## config.mk

```make
export PLATFORM = sky130hd
export DESIGN_NAME = uart_frame_receiver_gap_timeout
export DESIGN_NICKNAME = d
export VERILOG_FILES = /design/src/sv/ufr_pkg.sv /design/src/sv/ufr_input_stage.sv /design/src/sv/ufr_frame_core.sv /design/src/sv/ufr_output_stage.sv /design/src/sv/uart_frame_receiver_gap_timeout.sv
export SDC_FILE = /design/constraint.sdc
export NUM_CORES = 1
export LEC_CHECK = 0
export ABC_AREA = 1
export ABC_CLOCK_PERIOD_IN_PS = 5900
export CORE_MARGIN = 1
export CORE_UTILIZATION = 40
export DETAILED_ROUTE_END_ITERATION = 16
export DONT_BUFFER_PORTS = 1
export PLACE_DENSITY_LB_ADDON = 0.08
export SYNTH_ARGS = -nofsm -noshare
export SYNTH_HDL_FRONTEND = slang
export SYNTH_SLANG_ARGS = --single-unit
```

## constraint.sdc

```tcl
create_clock -name clk -period 5.9 [get_ports clk]
set_clock_uncertainty 0.1 [all_clocks]
set_input_delay 1.18 -clock clk [delete_from_list [all_inputs] [get_ports clk]]
set_output_delay 1.18 -clock clk [all_outputs]
set_load 0.02 [all_outputs]
```

## src/sv/ufr_pkg.sv

```systemverilog
// ----------------------------------------------------------------------------
// ufr_pkg
// shared constants and types for the uart frame receiver
// ----------------------------------------------------------------------------
`default_nettype none

package ufr_pkg;

  localparam int BUF_DEPTH_DEF = 16;
  localparam int FRAME_LEN     = 8;
  localparam int SUM_LEN       = 6;
  localparam int TICK_W        = 16;
  localparam int CFG_IDX_W     = 2;

  localparam logic [7:0] HDR0    = 8'hA5;
  localparam logic [7:0] HDR1    = 8'hFA;
  localparam logic [7:0] TRAILER = 8'hFB;

  localparam logic [TICK_W-1:0] IDLE_RESET = 16'd60000;
  localparam logic [TICK_W-1:0] GAP_RESET  = 16'd2;

  localparam logic [CFG_IDX_W-1:0] REG_IDLE_TIMEOUT = 2'd0;
  localparam logic [CFG_IDX_W-1:0] REG_GAP_TIMEOUT  = 2'd1;

  localparam logic OP_BYTE = 1'b0;
  localparam logic OP_TICK = 1'b1;

  typedef struct packed {
    logic       opcode;
    logic [7:0] rx_byte;
  } item_t;

  typedef logic [FRAME_LEN-1:0][7:0] frame_t;

  typedef struct packed {
    logic   valid;
    frame_t frame;
  } result_t;

endpackage

`default_nettype wire

```

## src/sv/ufr_input_stage.sv

```systemverilog
// ----------------------------------------------------------------------------
// ufr_input_stage
// input register holding one byte or tick transaction
// ----------------------------------------------------------------------------
`default_nettype none

module ufr_input_stage (
  input  wire logic           clk,
  input  wire logic           rst,
  input  wire logic           load,
  input  wire ufr_pkg::item_t load_item,
  input  wire logic           advance,
  output logic                item_valid,
  output ufr_pkg::item_t      item
);

  always_ff @(posedge clk) begin
    if (rst) begin
      item_valid <= 1'b0;
    end else if (load) begin
      item_valid <= 1'b1;
    end else if (advance) begin
      item_valid <= 1'b0;
    end
  end

  always_ff @(posedge clk) begin
    if (load) begin
      item <= load_item;
    end
  end

endmodule

`default_nettype wire

```

## src/sv/ufr_frame_core.sv

```systemverilog
// ----------------------------------------------------------------------------
// ufr_frame_core
// timeout counter, byte store, frame check and configuration registers
// ----------------------------------------------------------------------------
`default_nettype none

module ufr_frame_core #(
  parameter int BUF_DEPTH = ufr_pkg::BUF_DEPTH_DEF
) (
  input  wire logic                          clk,
  input  wire logic                          rst,
  input  wire logic                          cfg_we,
  input  wire logic [ufr_pkg::CFG_IDX_W-1:0] cfg_index,
  input  wire logic [ufr_pkg::TICK_W-1:0]    cfg_data,
  input  wire logic                          process,
  input  wire ufr_pkg::item_t                item,
  output ufr_pkg::result_t                   result
);

  localparam int CNT_W  = $clog2(BUF_DEPTH + 1);
  localparam int FIDX_W = $clog2(ufr_pkg::FRAME_LEN);

  logic [ufr_pkg::TICK_W-1:0] idle_timeout;
  logic [ufr_pkg::TICK_W-1:0] gap_timeout;
  logic [ufr_pkg::TICK_W-1:0] window_counter;
  logic [ufr_pkg::TICK_W-1:0] window_counter_next;
  logic [ufr_pkg::TICK_W-1:0] counter_dec;
  logic [CNT_W-1:0]           byte_count;
  logic [CNT_W-1:0]           byte_count_next;
  ufr_pkg::frame_t            store;
  logic                       take_byte;
  logic                       write_store;
  logic                       window_close;
  logic                       frame_ok;
  logic [7:0]                 sum;

  always_ff @(posedge clk) begin
    if (rst) begin
      idle_timeout <= ufr_pkg::IDLE_RESET;
      gap_timeout  <= ufr_pkg::GAP_RESET;
    end else if (cfg_we) begin
      case (cfg_index)
        ufr_pkg::REG_IDLE_TIMEOUT: idle_timeout <= cfg_data;
        ufr_pkg::REG_GAP_TIMEOUT:  gap_timeout  <= cfg_data;
        default: ;
      endcase
    end
  end

  assign counter_dec = window_counter - 1'b1;

  assign take_byte = process && (item.opcode == ufr_pkg::OP_BYTE) &&
                     (window_counter != '0) && (byte_count < CNT_W'(BUF_DEPTH));
  assign write_store = take_byte && (byte_count < CNT_W'(ufr_pkg::FRAME_LEN));
  assign window_close = process && (item.opcode == ufr_pkg::OP_TICK) &&
                        (window_counter == ufr_pkg::TICK_W'(1));

  always_comb begin
    sum = '0;
    for (int i = 0; i < ufr_pkg::SUM_LEN; i++) begin
      sum = sum + store[i];
    end
  end

  assign frame_ok = (byte_count == CNT_W'(ufr_pkg::FRAME_LEN)) &&
                    (store[0] == ufr_pkg::HDR0) && (store[1] == ufr_pkg::HDR1) &&
                    (store[6] == sum) && (store[7] == ufr_pkg::TRAILER);

  always_comb begin
    window_counter_next = window_counter;
    byte_count_next     = byte_count;
    if (take_byte) begin
      window_counter_next = gap_timeout;
      byte_count_next     = byte_count + 1'b1;
    end else if (window_close) begin
      window_counter_next = idle_timeout;
      byte_count_next     = '0;
    end else if (process && (item.opcode == ufr_pkg::OP_TICK) &&
                 (window_counter != '0)) begin
      window_counter_next = counter_dec;
    end
  end

  always_ff @(posedge clk) begin
    if (rst) begin
      window_counter <= ufr_pkg::IDLE_RESET;
      byte_count     <= '0;
    end else begin
      window_counter <= window_counter_next;
      byte_count     <= byte_count_next;
    end
  end

  always_ff @(posedge clk) begin
    if (write_store) begin
      store[byte_count[FIDX_W-1:0]] <= item.rx_byte;
    end
  end

  assign result.valid = window_close && frame_ok;
  assign result.frame = store;

  a_count_bound: assert property (@(posedge clk) disable iff (rst)
    byte_count <= CNT_W'(BUF_DEPTH))
    else $error("byte count above buffer depth");

  a_emit_full: assert property (@(posedge clk) disable iff (rst)
    result.valid |-> byte_count == CNT_W'(ufr_pkg::FRAME_LEN))
    else $error("frame emitted without eight bytes");

  a_close_clears: assert property (@(posedge clk) disable iff (rst)
    window_close |=> byte_count == '0)
    else $error("count not cleared after window close");

  a_closed_drop: assert property (@(posedge clk) disable iff (rst)
    process && item.opcode == ufr_pkg::OP_BYTE && window_counter == '0
    |=> $stable(byte_count))
    else $error("byte taken while window closed");

endmodule

`default_nettype wire

```

## src/sv/ufr_output_stage.sv

```systemverilog
// ----------------------------------------------------------------------------
// ufr_output_stage
// result register toward the frame consumer
// ----------------------------------------------------------------------------
`default_nettype none

module ufr_output_stage (
  input  wire logic             clk,
  input  wire logic             rst,
  input  wire ufr_pkg::result_t result,
  input  wire logic             out_ready,
  output logic                  out_valid,
  output ufr_pkg::frame_t       out_frame,
  output logic                  out_free
);

  assign out_free = !out_valid || out_ready;

  always_ff @(posedge clk) begin
    if (rst) begin
      out_valid <= 1'b0;
    end else if (result.valid) begin
      out_valid <= 1'b1;
    end else if (out_ready) begin
      out_valid <= 1'b0;
    end
  end

  always_ff @(posedge clk) begin
    if (result.valid) begin
      out_frame <= result.frame;
    end
  end

endmodule

`default_nettype wire

```

## src/sv/uart_frame_receiver_gap_timeout.sv

```systemverilog
// ----------------------------------------------------------------------------
// uart_frame_receiver_gap_timeout
// fixed length uart frame receiver closed by a gap or idle timeout
// ----------------------------------------------------------------------------
// usage
//   s_* carries one transaction per byte or tick: tuser[0] = 0 for a received
//   byte in tdata[7:0], 1 for one 10 ms tick (tdata ignored).
//   m_* carries one 8 byte frame per transaction, byte 0 in tdata[7:0].
//   only frames with headers a5 fa, a matching checksum in byte 6 and trailer
//   fb in byte 7 are delivered; all others are dropped silently.
//   cfg_we/cfg_index/cfg_data write the idle (index 0) and gap (index 1)
//   timeouts; write only while no transaction is in flight.
// throughput and result path
//   one transaction is accepted per cycle while s_tready is high; the tick
//   closing a window is held in the input register, checked by the core, and
//   the frame is taken into the result register, which then holds it on m_*.
// reset
//   rst clears both stages, the byte count and loads 60000 idle ticks and
//   2 gap ticks; the window counter starts at 60000.
// stalls
//   while a frame waits with m_tready low the input register holds its
//   transaction and s_tready stays low once it is full; while both are full,
//   s_tready follows m_tready in the same cycle.
// ----------------------------------------------------------------------------
`default_nettype none

module uart_frame_receiver_gap_timeout #(
  parameter int BUF_DEPTH = ufr_pkg::BUF_DEPTH_DEF
) (
  input  wire logic                          clk,
  input  wire logic                          rst,
  input  wire logic                          s_tvalid,
  output logic                               s_tready,
  input  wire logic [7:0]                    s_tdata,   // rx_byte
  input  wire logic [0:0]                    s_tuser,   // opcode
  output logic                               m_tvalid,
  input  wire logic                          m_tready,
  output logic [63:0]                        m_tdata,   // frame_byte0 .. frame_byte7
  input  wire logic                          cfg_we,
  input  wire logic [ufr_pkg::CFG_IDX_W-1:0] cfg_index,
  input  wire logic [ufr_pkg::TICK_W-1:0]    cfg_data
);

  ufr_pkg::item_t   load_item;
  ufr_pkg::item_t   item;
  ufr_pkg::result_t result;
  ufr_pkg::frame_t  out_frame;
  logic             item_valid;
  logic             out_free;
  logic             advance;
  logic             load;

  assign load_item.opcode  = s_tuser[0];
  assign load_item.rx_byte = s_tdata;

  assign advance  = item_valid && out_free;
  assign s_tready = !item_valid || out_free;
  assign load     = s_tvalid && s_tready;

  ufr_input_stage u_input (
    .clk        (clk),
    .rst        (rst),
    .load       (load),
    .load_item  (load_item),
    .advance    (advance),
    .item_valid (item_valid),
    .item       (item)
  );

  ufr_frame_core #(
    .BUF_DEPTH (BUF_DEPTH)
  ) u_core (
    .clk       (clk),
    .rst       (rst),
    .cfg_we    (cfg_we),
    .cfg_index (cfg_index),
    .cfg_data  (cfg_data),
    .process   (advance),
    .item      (item),
    .result    (result)
  );

  ufr_output_stage u_output (
    .clk       (clk),
    .rst       (rst),
    .result    (result),
    .out_ready (m_tready),
    .out_valid (m_tvalid),
    .out_frame (out_frame),
    .out_free  (out_free)
  );

  assign m_tdata = out_frame;

endmodule

`default_nettype wire
```

==> impl_metrics.prom, run 1 <==
# TYPE chip_impl_metric gauge
chip_impl_info{name="status",value="finished clean"} 1
chip_impl_metric{name="crit_arrival",unit="ns"} 4.76
chip_impl_metric{name="via_count",unit=""} 4978
chip_impl_metric{name="hold_viol_final",unit=""} 0
chip_impl_metric{name="cts_setup_buffers",unit=""} 0
chip_impl_info{name="timing.critical_path.cells",value="fa_1 -> inv_1 -> fa_1 -> fa_1 -> inv_1 -> ha_1 -> fa_1 -> inv_1 -> nand2_1 -> nand2_1 -> xor2_1 -> nand3_1 -> nor2_1 -> nand2_1 -> nor2_1 -> nand2_1 -> inv_2 -> buf_4"} 1
chip_impl_metric{name="count_of_flip_flops_with_a_built_in_enable_after_synthesis",unit=""} 137
chip_impl_metric{name="synth.distinct_cells",unit=""} 41
chip_impl_info{name="critPathKind",value="flip-flop to flip-flop"} 1
chip_impl_metric{name="ctsLongestPathBuffers",unit=""} 2
chip_impl_metric{name="detailedPlacementHpwl",unit="um"} 12800
chip_impl_info{name="cpMaxStageDelayCell",value="sky130_fd_sc_hd__fa_1"} 1
chip_impl_metric{name="grt_start_max_net_pins",unit=""} 65
chip_impl_metric{name="overflow_left_after_global_routing",unit=""} 0
chip_impl_metric{name="final_net_count",unit=""} 811
chip_impl_metric{name="clock-sinks",unit=""} 192
chip_impl_metric{name="cts.hold.buffers_added",unit=""} 0
chip_impl_metric{name="final.fill_count",unit=""} 1897
chip_impl_metric{name="wire_per_inst",unit="um"} 17.4
chip_impl_info{name="synth.most_common_cell",value="sky130_fd_sc_hd__nand2_1"} 1
chip_impl_metric{name="io_pins",unit=""} 98
chip_impl_metric{name="area_added_between_synthesis_and_finish",unit="%"} 9.96
chip_impl_metric{name="antenna_violations_before_repair",unit=""} 0
chip_impl_info{name="ys_top_cells_by_area",value="sky130_fd_sc_hd__edfxtp_1 49%, sky130_fd_sc_hd__dfxtp_1 13%, sky130_fd_sc_hd__nand2_1 6.6%"} 1
chip_impl_metric{name="wirelength",unit="um"} 17800
chip_impl_metric{name="layout_min_cycle_time",unit="ns"} 4.80
chip_impl_metric{name="synth.ff_latch_count",unit=""} 192
chip_impl_info{name="grt_setup_unrepaired",value="no"} 1
chip_impl_metric{name="grt_pass1_vias",unit=""} 4938
chip_impl_metric{name="synth_largest_type_area_fraction",unit="%"} 49.4
chip_impl_metric{name="worst_slew_pin_slew",unit="ns"} 1.17
chip_impl_metric{name="setup_viol",unit=""} 0
chip_impl_metric{name="floorplan.die_area",unit="um^2"} 21400
chip_impl_info{name="end_point_of_the_critical_path",value="u_output.out_frame[59]$_DFFE_PP_"} 1
chip_impl_metric{name="clock.fmax",unit="MHz"} 208
chip_impl_metric{name="ys.warnings.count",unit=""} 0
chip_impl_metric{name="powerDensity",unit="nW/um^2"} 299
chip_impl_metric{name="syn-instance-count",unit=""} 737
chip_impl_metric{name="post_route_drc_violation_count",unit=""} 0
chip_impl_metric{name="postRouteAntennaNets",unit=""} 0
chip_impl_metric{name="clk_pin_slew",unit="ns"} 0.07
chip_impl_metric{name="timing.slew.headroom",unit="%"} 22.0
chip_impl_metric{name="synth_seq_area_share",unit="%"} 62.6
chip_impl_info{name="worst_setup_path_end_kind",value="flip-flop"} 1
chip_impl_metric{name="insertion_delay",unit="ns"} 0.43
chip_impl_metric{name="placement.io_buffers",unit=""} 0
chip_impl_metric{name="grt_resource_usage_total",unit="%"} 17.6
chip_impl_metric{name="grt_pass1_wl",unit="um"} 28100
chip_impl_metric{name="rows",unit=""} 52
chip_impl_info{name="dominantRegCellSynth",value="sky130_fd_sc_hd__edfxtp_1"} 1
chip_impl_info{name="startpoint_type",value="flip-flop"} 1
chip_impl_metric{name="dieWidth",unit="um"} 146
chip_impl_metric{name="critPathMaxFanout",unit=""} 64
chip_impl_metric{name="final_layout_size_suffix_gt1_share",unit="%"} 10.1
chip_impl_metric{name="start_util",unit="%"} 41.0
chip_impl_metric{name="viasPerCell",unit=""} 4.86
chip_impl_metric{name="totalPowerFinal",unit="mW"} 2.74
chip_impl_info{name="rr_endpoint",value="u_output.out_frame[59]$_DFFE_PP_"} 1
chip_impl_info{name="tightest_hold_check_type",value="flip-flop to flip-flop"} 1
chip_impl_info{name="synth_top_area_cell",value="sky130_fd_sc_hd__edfxtp_1"} 1
chip_impl_metric{name="max_stage_delay",unit="ns"} 0.58
chip_impl_metric{name="dr.pass1.iters",unit=""} 5
chip_impl_metric{name="drv.max_cap_violation_count",unit=""} 0
chip_impl_metric{name="share_of_flip_flops_with_an_asynchronous_set_or_reset",unit="%"} 0
chip_impl_metric{name="worst-r2r-setup-slack",unit="ns"} 1.10
chip_impl_metric{name="path_buf_inv",unit=""} 5
chip_impl_info{name="r2r_start",value="u_core.result[2]$_DFFE_PP_"} 1
chip_impl_info{name="tritoncts",value="yes"} 1
chip_impl_metric{name="place_congestion",unit=""} 0.827
chip_impl_metric{name="setup_tns",unit="ns"} 0
chip_impl_info{name="synthTopCellsByCount",value="146 x sky130_fd_sc_hd__nand2_1, 137 x sky130_fd_sc_hd__edfxtp_1, 99 x sky130_fd_sc_hd__inv_1, 57 x sky130_fd_sc_hd__nor2_1, 55 x sky130_fd_sc_hd__dfxtp_1"} 1
chip_impl_metric{name="worst-r2r-cell-count",unit=""} 18
chip_impl_metric{name="static-leakage-power",unit="nW"} 3.60
chip_impl_metric{name="final_max_slew_viol_count",unit=""} 0
chip_impl_metric{name="tritoncts.num_buffers",unit=""} 17
chip_impl_metric{name="die-height",unit="um"} 146
chip_impl_metric{name="mappedNetlistNets",unit=""} 806
chip_impl_metric{name="core_region_area",unit="um^2"} 20300
chip_impl_metric{name="post-route-period-util",unit="%"} 81.4
chip_impl_metric{name="vdd_drop_max",unit="V"} 0.000194
chip_impl_metric{name="synth_area",unit="um^2"} 8330
chip_impl_info{name="clk_root_buffer_cell",value="sky130_fd_sc_hd__clkbuf_16"} 1
chip_impl_metric{name="worstSetupPathDepth",unit=""} 18
chip_impl_metric{name="cts_resized",unit=""} 0
chip_impl_info{name="crit_family",value="adder cells"} 1
chip_impl_metric{name="cp.required",unit="ns"} 5.85
chip_impl_metric{name="htreeDepth",unit=""} 4
chip_impl_info{name="worst_setup_path_startpoint",value="u_core.result[2]$_DFFE_PP_"} 1
chip_impl_metric{name="initialDrtViolationCount",unit=""} 243
chip_impl_metric{name="synth_area_per_cell",unit="um^2"} 11.3
chip_impl_metric{name="insertedDiodeCount",unit=""} 0
## metal layers
layer | vias up | part of all wire [%] | global-route usage, %
li1 | 2444 | - | -
met1 | 2378 | 47 | 23.8
met2 | 137 | 47 | 27.3
met3 | 19 | 4.8 | 4.16
met4 | 0 | 1.9 | 6.82
met5 | - | 0 | 0
## cell families after synthesis
logic type / share of synthesized area, %
AO/OA/AOI/OAI: 6.26
buffers and inverters: 6.23
XOR/XNOR: 1.37
adder cells (fa/ha/maj): 7.99
AND/OR/NAND/NOR: 15.5
flip-flops: 62.6
## sequential cells by signal, indices dropped and copies added (netlist names), 5 cells and up
register and flops:
u_core.result 64, u_output.out_frame 64, u_core.gap_timeout 16, u_core.idle_timeout 16, u_core.window_counter 16, u_input.item 9, u_core.byte_count 5
## layout by cell type, fill, tap and decap left out, types with 5 or more instances in the layout
cell type and count:
sky130_fd_sc_hd__xor2_1 6, sky130_fd_sc_hd__nor2_1 57, sky130_fd_sc_hd__nand2_1 146, sky130_fd_sc_hd__o21ai_1 6, sky130_fd_sc_hd__nor3_1 7, sky130_fd_sc_hd__a21oi_2 6, sky130_fd_sc_hd__nand4_1 10, sky130_fd_sc_hd__nand2_4 7
sky130_fd_sc_hd__nand3_1 34, sky130_fd_sc_hd__xnor2_1 7, sky130_fd_sc_hd__clkbuf_16 17, sky130_fd_sc_hd__fa_1 27, sky130_fd_sc_hd__nor2_4 5, sky130_fd_sc_hd__dfxtp_1 55, sky130_fd_sc_hd__edfxtp_1 137, sky130_fd_sc_hd__a21oi_1 32
sky130_fd_sc_hd__ha_1 10, sky130_fd_sc_hd__inv_1 98, sky130_fd_sc_hd__o21ai_0 36
## cell type report
class	count	area, um^2	share of cell area [%]
inverter	106	408	4.45
tap	270	338	3.69
multi-input combinational	421	2600	28.4
sequential	192	5220	56.9
clock inverter	11	96.3	1.05
clock buffer	21	470	5.14
timing repair buffer	4	30.0	0.328
## through the flow
step	instance area, um^2	utilization (%)	worst slack [ns]	hold WS (ns)	cells
3_5_place_dp	8590	42.3	1.11	0.343	993
3_3_place_gp	8590	42.3	1.23	0.331	993
6_report	9160	45.1	1.10	0.359	1025
4_1_cts	9160	45.1	1.08	0.360	1025
5_1_grt	9160	45.1	0.768	0.380	1025
2_1_floorplan	8330	-	0.800	0.325	737
## how the worst min path moves through the flow
stage | from | endpoint | slack (ns) | depth (start not counted)
after floorplan | u_core.gap_timeout[8]$_SDFFE_PP0P_ | u_core.gap_timeout[8]$_SDFFE_PP0P_ | 0.32 | 2
after global placement | u_core.result[60]$_DFFE_PP_ | u_output.out_frame[60]$_DFFE_PP_ | 0.33 | 0
after detailed placement | u_core.idle_timeout[14]$_SDFFE_PP1P_ | u_core.idle_timeout[14]$_SDFFE_PP1P_ | 0.34 | 2
after CTS | u_core.result[61]$_DFFE_PP_ | u_output.out_frame[61]$_DFFE_PP_ | 0.36 | 0
after global routing | u_core.idle_timeout[14]$_SDFFE_PP1P_ | u_core.idle_timeout[14]$_SDFFE_PP1P_ | 0.38 | 2
final | u_core.result[62]$_DFFE_PP_ | u_output.out_frame[62]$_DFFE_PP_ | 0.36 | 0
## report_power, final
part           leakage (nW)  internal (mW)  switching (mW)
sequential             1.69           1.46          0.0265
clock                 0.284          0.599           0.495
combinational          1.62         0.0564          0.0986
Power figures use the tool's default switching activity.
==> inputs of run 2 (changes only) <==
- ABC_AREA: 1 -> 0
- ABC_CLOCK_PERIOD_IN_PS: 5900 -> 4900
- clock period: 5.9 -> 4.9 ns (I/O delays scaled with it)
==> run 2 against run 1 <==
First-iteration DRC count shrank 24%; global-route usage decreased by 0.64 points; die area is 3.8% lower; critical path depth shrank 5; routed wire length down 9.0%; sequential cell count did not move; sequential share of layout area rose by 1.3 points; total power grew 24%; utilization is 0.76 points higher; worst setup slack worse by 0.69 ns; critical endpoint is now u_output.out_frame[37]$_DFFE_PP_.
==> impl_metrics.prom, run 2 <==
# TYPE chip_impl_metric gauge
chip_impl_info{name="status",value="finished clean"} 1
chip_impl_metric{name="clock.fmax",unit="MHz"} 223
chip_impl_metric{name="share_clk_of_total_power",unit="%"} 42.2
chip_impl_info{name="clk_root_buffer_cell",value="sky130_fd_sc_hd__clkbuf_16"} 1
chip_impl_metric{name="dieWidth",unit="um"} 143
chip_impl_info{name="critPathKind",value="flip-flop to flip-flop"} 1
chip_impl_metric{name="count_of_flip_flops_with_a_built_in_enable_after_synthesis",unit=""} 137
chip_impl_metric{name="synth_area",unit="um^2"} 8010
chip_impl_info{name="most_common_cell_after_layout_fill_and_taps_aside",value="sky130_fd_sc_hd__edfxtp_1"} 1
chip_impl_metric{name="cp.required",unit="ns"} 4.92
chip_impl_metric{name="start_util",unit="%"} 41.0
chip_impl_metric{name="syn-instance-count",unit=""} 600
chip_impl_metric{name="wire_per_inst",unit="um"} 18.4
chip_impl_metric{name="overflow_left_after_global_routing",unit=""} 0
chip_impl_info{name="worst_setup_path_end_kind",value="flip-flop"} 1
chip_impl_metric{name="final_max_slew_viol_count",unit=""} 0
chip_impl_metric{name="htreeDepth",unit=""} 4
chip_impl_metric{name="setup_viol",unit=""} 0
chip_impl_metric{name="placement.io_buffers",unit=""} 0
chip_impl_metric{name="power_report.internal_total",unit="mW"} 2.61
chip_impl_metric{name="final_net_count",unit=""} 674
chip_impl_info{name="rr_endpoint",value="u_output.out_frame[37]$_DFFE_PP_"} 1
chip_impl_metric{name="rows",unit=""} 51
chip_impl_metric{name="synth_largest_type_area_fraction",unit="%"} 51.4
chip_impl_metric{name="insertion_delay",unit="ns"} 0.43
chip_impl_info{name="synth.most_common_cell",value="sky130_fd_sc_hd__edfxtp_1"} 1
chip_impl_metric{name="io_pins",unit=""} 98
chip_impl_metric{name="post_route_drc_violation_count",unit=""} 0
chip_impl_metric{name="share_of_flip_flops_with_an_asynchronous_set_or_reset",unit="%"} 0
chip_impl_metric{name="critPathMaxFanout",unit=""} 36
chip_impl_metric{name="fin_ws",unit="ns"} 0.409
chip_impl_metric{name="grt_pass1_wl",unit="um"} 25300
chip_impl_metric{name="setup_tns",unit="ns"} 0
chip_impl_info{name="r2r_start",value="u_core.result[42]$_DFFE_PP_"} 1
chip_impl_metric{name="mappedNetlistNets",unit=""} 669
chip_impl_metric{name="grt_pass1_vias",unit=""} 4496
chip_impl_metric{name="dr.pass1.iters",unit=""} 4
chip_impl_info{name="timing.critical_path.cells",value="fa_1 -> inv_1 -> fa_1 -> fa_1 -> inv_1 -> ha_2 -> fa_2 -> xnor2_2 -> xnor2_1 -> nor4_1 -> nand4_1 -> nor4_4 -> buf_12"} 1
chip_impl_metric{name="ys.warnings.count",unit=""} 0
chip_impl_metric{name="p_switching",unit="uW"} 777
chip_impl_metric{name="postRouteAntennaNets",unit=""} 0
chip_impl_info{name="startpoint_type",value="flip-flop"} 1
chip_impl_info{name="worst_setup_path_startpoint",value="u_core.result[42]$_DFFE_PP_"} 1
chip_impl_metric{name="wirelength",unit="um"} 16200
chip_impl_info{name="whs_endpoint",value="u_output.out_frame[0]$_DFFE_PP_"} 1
chip_impl_metric{name="static-leakage-power",unit="nW"} 3.09
chip_impl_metric{name="floorplan.die_area",unit="um^2"} 20600
chip_impl_metric{name="post-route-period-util",unit="%"} 91.7
chip_impl_metric{name="detailedPlacementHpwl",unit="um"} 11600
chip_impl_metric{name="post-route-util",unit="%"} 45.9
chip_impl_metric{name="worst-r2r-setup-slack",unit="ns"} 0.41
chip_impl_metric{name="crit_arrival",unit="ns"} 4.51
chip_impl_metric{name="p_seq_share",unit="%"} 53.1
chip_impl_metric{name="hold_viol_final",unit=""} 0
chip_impl_info{name="critical_path.most_common_cell",value="sky130_fd_sc_hd__fa_1"} 1
chip_impl_info{name="layout_common_cells",value="137 x sky130_fd_sc_hd__edfxtp_1, 82 x sky130_fd_sc_hd__nand2_1, 55 x sky130_fd_sc_hd__dfxtp_1"} 1
chip_impl_info{name="tritoncts",value="yes"} 1
chip_impl_metric{name="drv.max_cap_violation_count",unit=""} 0
chip_impl_metric{name="powerDensity",unit="nW/um^2"} 378
chip_impl_metric{name="die-height",unit="um"} 143
chip_impl_metric{name="via_count",unit=""} 4469
chip_impl_metric{name="synth_seq_area_share",unit="%"} 65.1
chip_impl_metric{name="synth.ff_latch_count",unit=""} 192
chip_impl_info{name="hp-start",value="u_core.result[0]$_DFFE_PP_"} 1
chip_impl_metric{name="worst_slew_pin_slew",unit="ns"} 0.972
chip_impl_metric{name="synth_area_per_cell",unit="um^2"} 13.3
chip_impl_metric{name="antenna_violations_before_repair",unit=""} 0
chip_impl_metric{name="cts.hold.buffers_added",unit=""} 0
chip_impl_metric{name="timing.hold.ws",unit="ns"} 0.350
chip_impl_metric{name="viasPerCell",unit=""} 5.06
chip_impl_metric{name="cts_resized",unit=""} 0
chip_impl_metric{name="tritoncts.num_buffers",unit=""} 17
chip_impl_metric{name="cts_setup_buffers",unit=""} 0
chip_impl_metric{name="grt_start_max_net_pins",unit=""} 57
chip_impl_metric{name="place_congestion",unit=""} 0.757
chip_impl_metric{name="initialDrtViolationCount",unit=""} 184
chip_impl_info{name="synthTopCellsByCount",value="137 x sky130_fd_sc_hd__edfxtp_1, 82 x sky130_fd_sc_hd__nand2_1, 55 x sky130_fd_sc_hd__dfxtp_1, 43 x sky130_fd_sc_hd__inv_1, 42 x sky130_fd_sc_hd__a21oi_1"} 1
chip_impl_metric{name="power_frac_comb",unit="%"} 4.7
chip_impl_info{name="synth_top_area_cell",value="sky130_fd_sc_hd__edfxtp_1"} 1
chip_impl_metric{name="max_stage_delay",unit="ns"} 0.55
chip_impl_metric{name="clk_pin_slew",unit="ns"} 0.08
chip_impl_metric{name="area_added_between_synthesis_and_finish",unit="%"} 11.9
chip_impl_metric{name="vdd_drop_max",unit="V"} 0.000238
chip_impl_metric{name="ctsLongestPathBuffers",unit=""} 2
chip_impl_metric{name="worst-r2r-cell-count",unit=""} 13
chip_impl_metric{name="core_region_area",unit="um^2"} 19500
chip_impl_metric{name="final_layout_size_suffix_gt1_share",unit="%"} 10.0
chip_impl_metric{name="p_sw_share",unit="%"} 22.9
chip_impl_info{name="ys_top_cells_by_area",value="sky130_fd_sc_hd__edfxtp_1 51%, sky130_fd_sc_hd__dfxtp_1 14%, sky130_fd_sc_hd__fa_1 6.8%"} 1
chip_impl_metric{name="timing.slew.headroom",unit="%"} 34.9
chip_impl_metric{name="preCtsSetupSlack",unit="ns"} 0.427
chip_impl_metric{name="insertedDiodeCount",unit=""} 0
chip_impl_metric{name="clock-sinks",unit=""} 192
chip_impl_metric{name="synth.distinct_cells",unit=""} 60
chip_impl_metric{name="timing.hold.worst_path_depth",unit=""} 0
chip_impl_info{name="cpMaxStageDelayCell",value="sky130_fd_sc_hd__fa_1"} 1
chip_impl_metric{name="layout_min_cycle_time",unit="ns"} 4.49
chip_impl_metric{name="grt_resource_usage_total",unit="%"} 16.9
chip_impl_info{name="tightest_hold_check_type",value="flip-flop to flip-flop"} 1
chip_impl_info{name="dominantRegCellSynth",value="sky130_fd_sc_hd__edfxtp_1"} 1
chip_impl_info{name="grt_setup_unrepaired",value="no"} 1
[run 2: logic make-up (layout without fill, tap and decap cells)]
family	Yosys count	count (layout)	synth area share, %
adders and majority gates	37	37	8.31
muxes	1	1	0.141
DFF	192	192	65.1
buffers and inverters	70	88	3.95
and+or+nand+nor	180	180	11.7
AOI/OAI and AO/OA	89	89	7.23
xor gates and xnor gates	31	31	3.56
[run 2: per-layer routing]
layer	up-vias	track usage, %	share of wire (%)
li1	2147	-	-
met1	2197	20.5	44
met2	106	29.3	51
met3	19	4.27	4.0
met4	0	5.54	1.4
met5	-	0	0
[run 2: worst max path at each step]
stage                                        to  slack [ns]  depth (start not counted)
2_1_floorplan   u_output.out_frame[0]$_DFFE_PP_       -1.02                         12
3_3_place_gp   u_output.out_frame[29]$_DFFE_PP_        0.44                         13
3_5_place_dp   u_output.out_frame[45]$_DFFE_PP_        0.43                         13
4_1_cts        u_output.out_frame[45]$_DFFE_PP_        0.37                         13
5_1_grt        u_output.out_frame[37]$_DFFE_PP_        0.20                         12
6_report       u_output.out_frame[37]$_DFFE_PP_        0.41                         13
[run 2: worst max-delay path: cells and delay by family, from the launching register on]
kind | cells | cell delay [ns]
buffers and inverters | 3 | 0.37
flip-flops | 1 | 0.42
XOR/XNOR | 2 | 0.28
AND/OR/NAND/NOR | 3 | 0.87
adder cells (fa/ha/maj) | 5 | 2.13
[run 2: final cells by class]
type | instances | area (um^2)
clock buffer | 17 | 425
clock inverter | 15 | 189
sequential | 192 | 5220
timing repair buffer | 13 | 123
inverter | 43 | 161
fill | 1810 | 10600
multi-input combinational | 338 | 2510
tap | 265 | 332
[run 2: through the flow]
| stage | instance area [um^2] | total power [mW] | std cells |
|---|---|---|---|
| global placement | 8340 | 1.99 | 851 |
| global route | 8960 | 3.52 | 883 |
| floorplan | 8030 | 1.96 | 600 |
| CTS | 8960 | 3.42 | 883 |
| finish | 8960 | 3.39 | 883 |
| detailed placement | 8340 | 2.00 | 851 |
[run 2: power by group through the flow]
stage	Sequential, mW	Combinational, mW	Clock, mW
floorplan	1.82	0.140	0
global placement	1.83	0.157	0
detailed placement	1.84	0.160	0
CTS	1.80	0.161	1.46
global route	1.80	0.181	1.53
finish	1.80	0.159	1.43
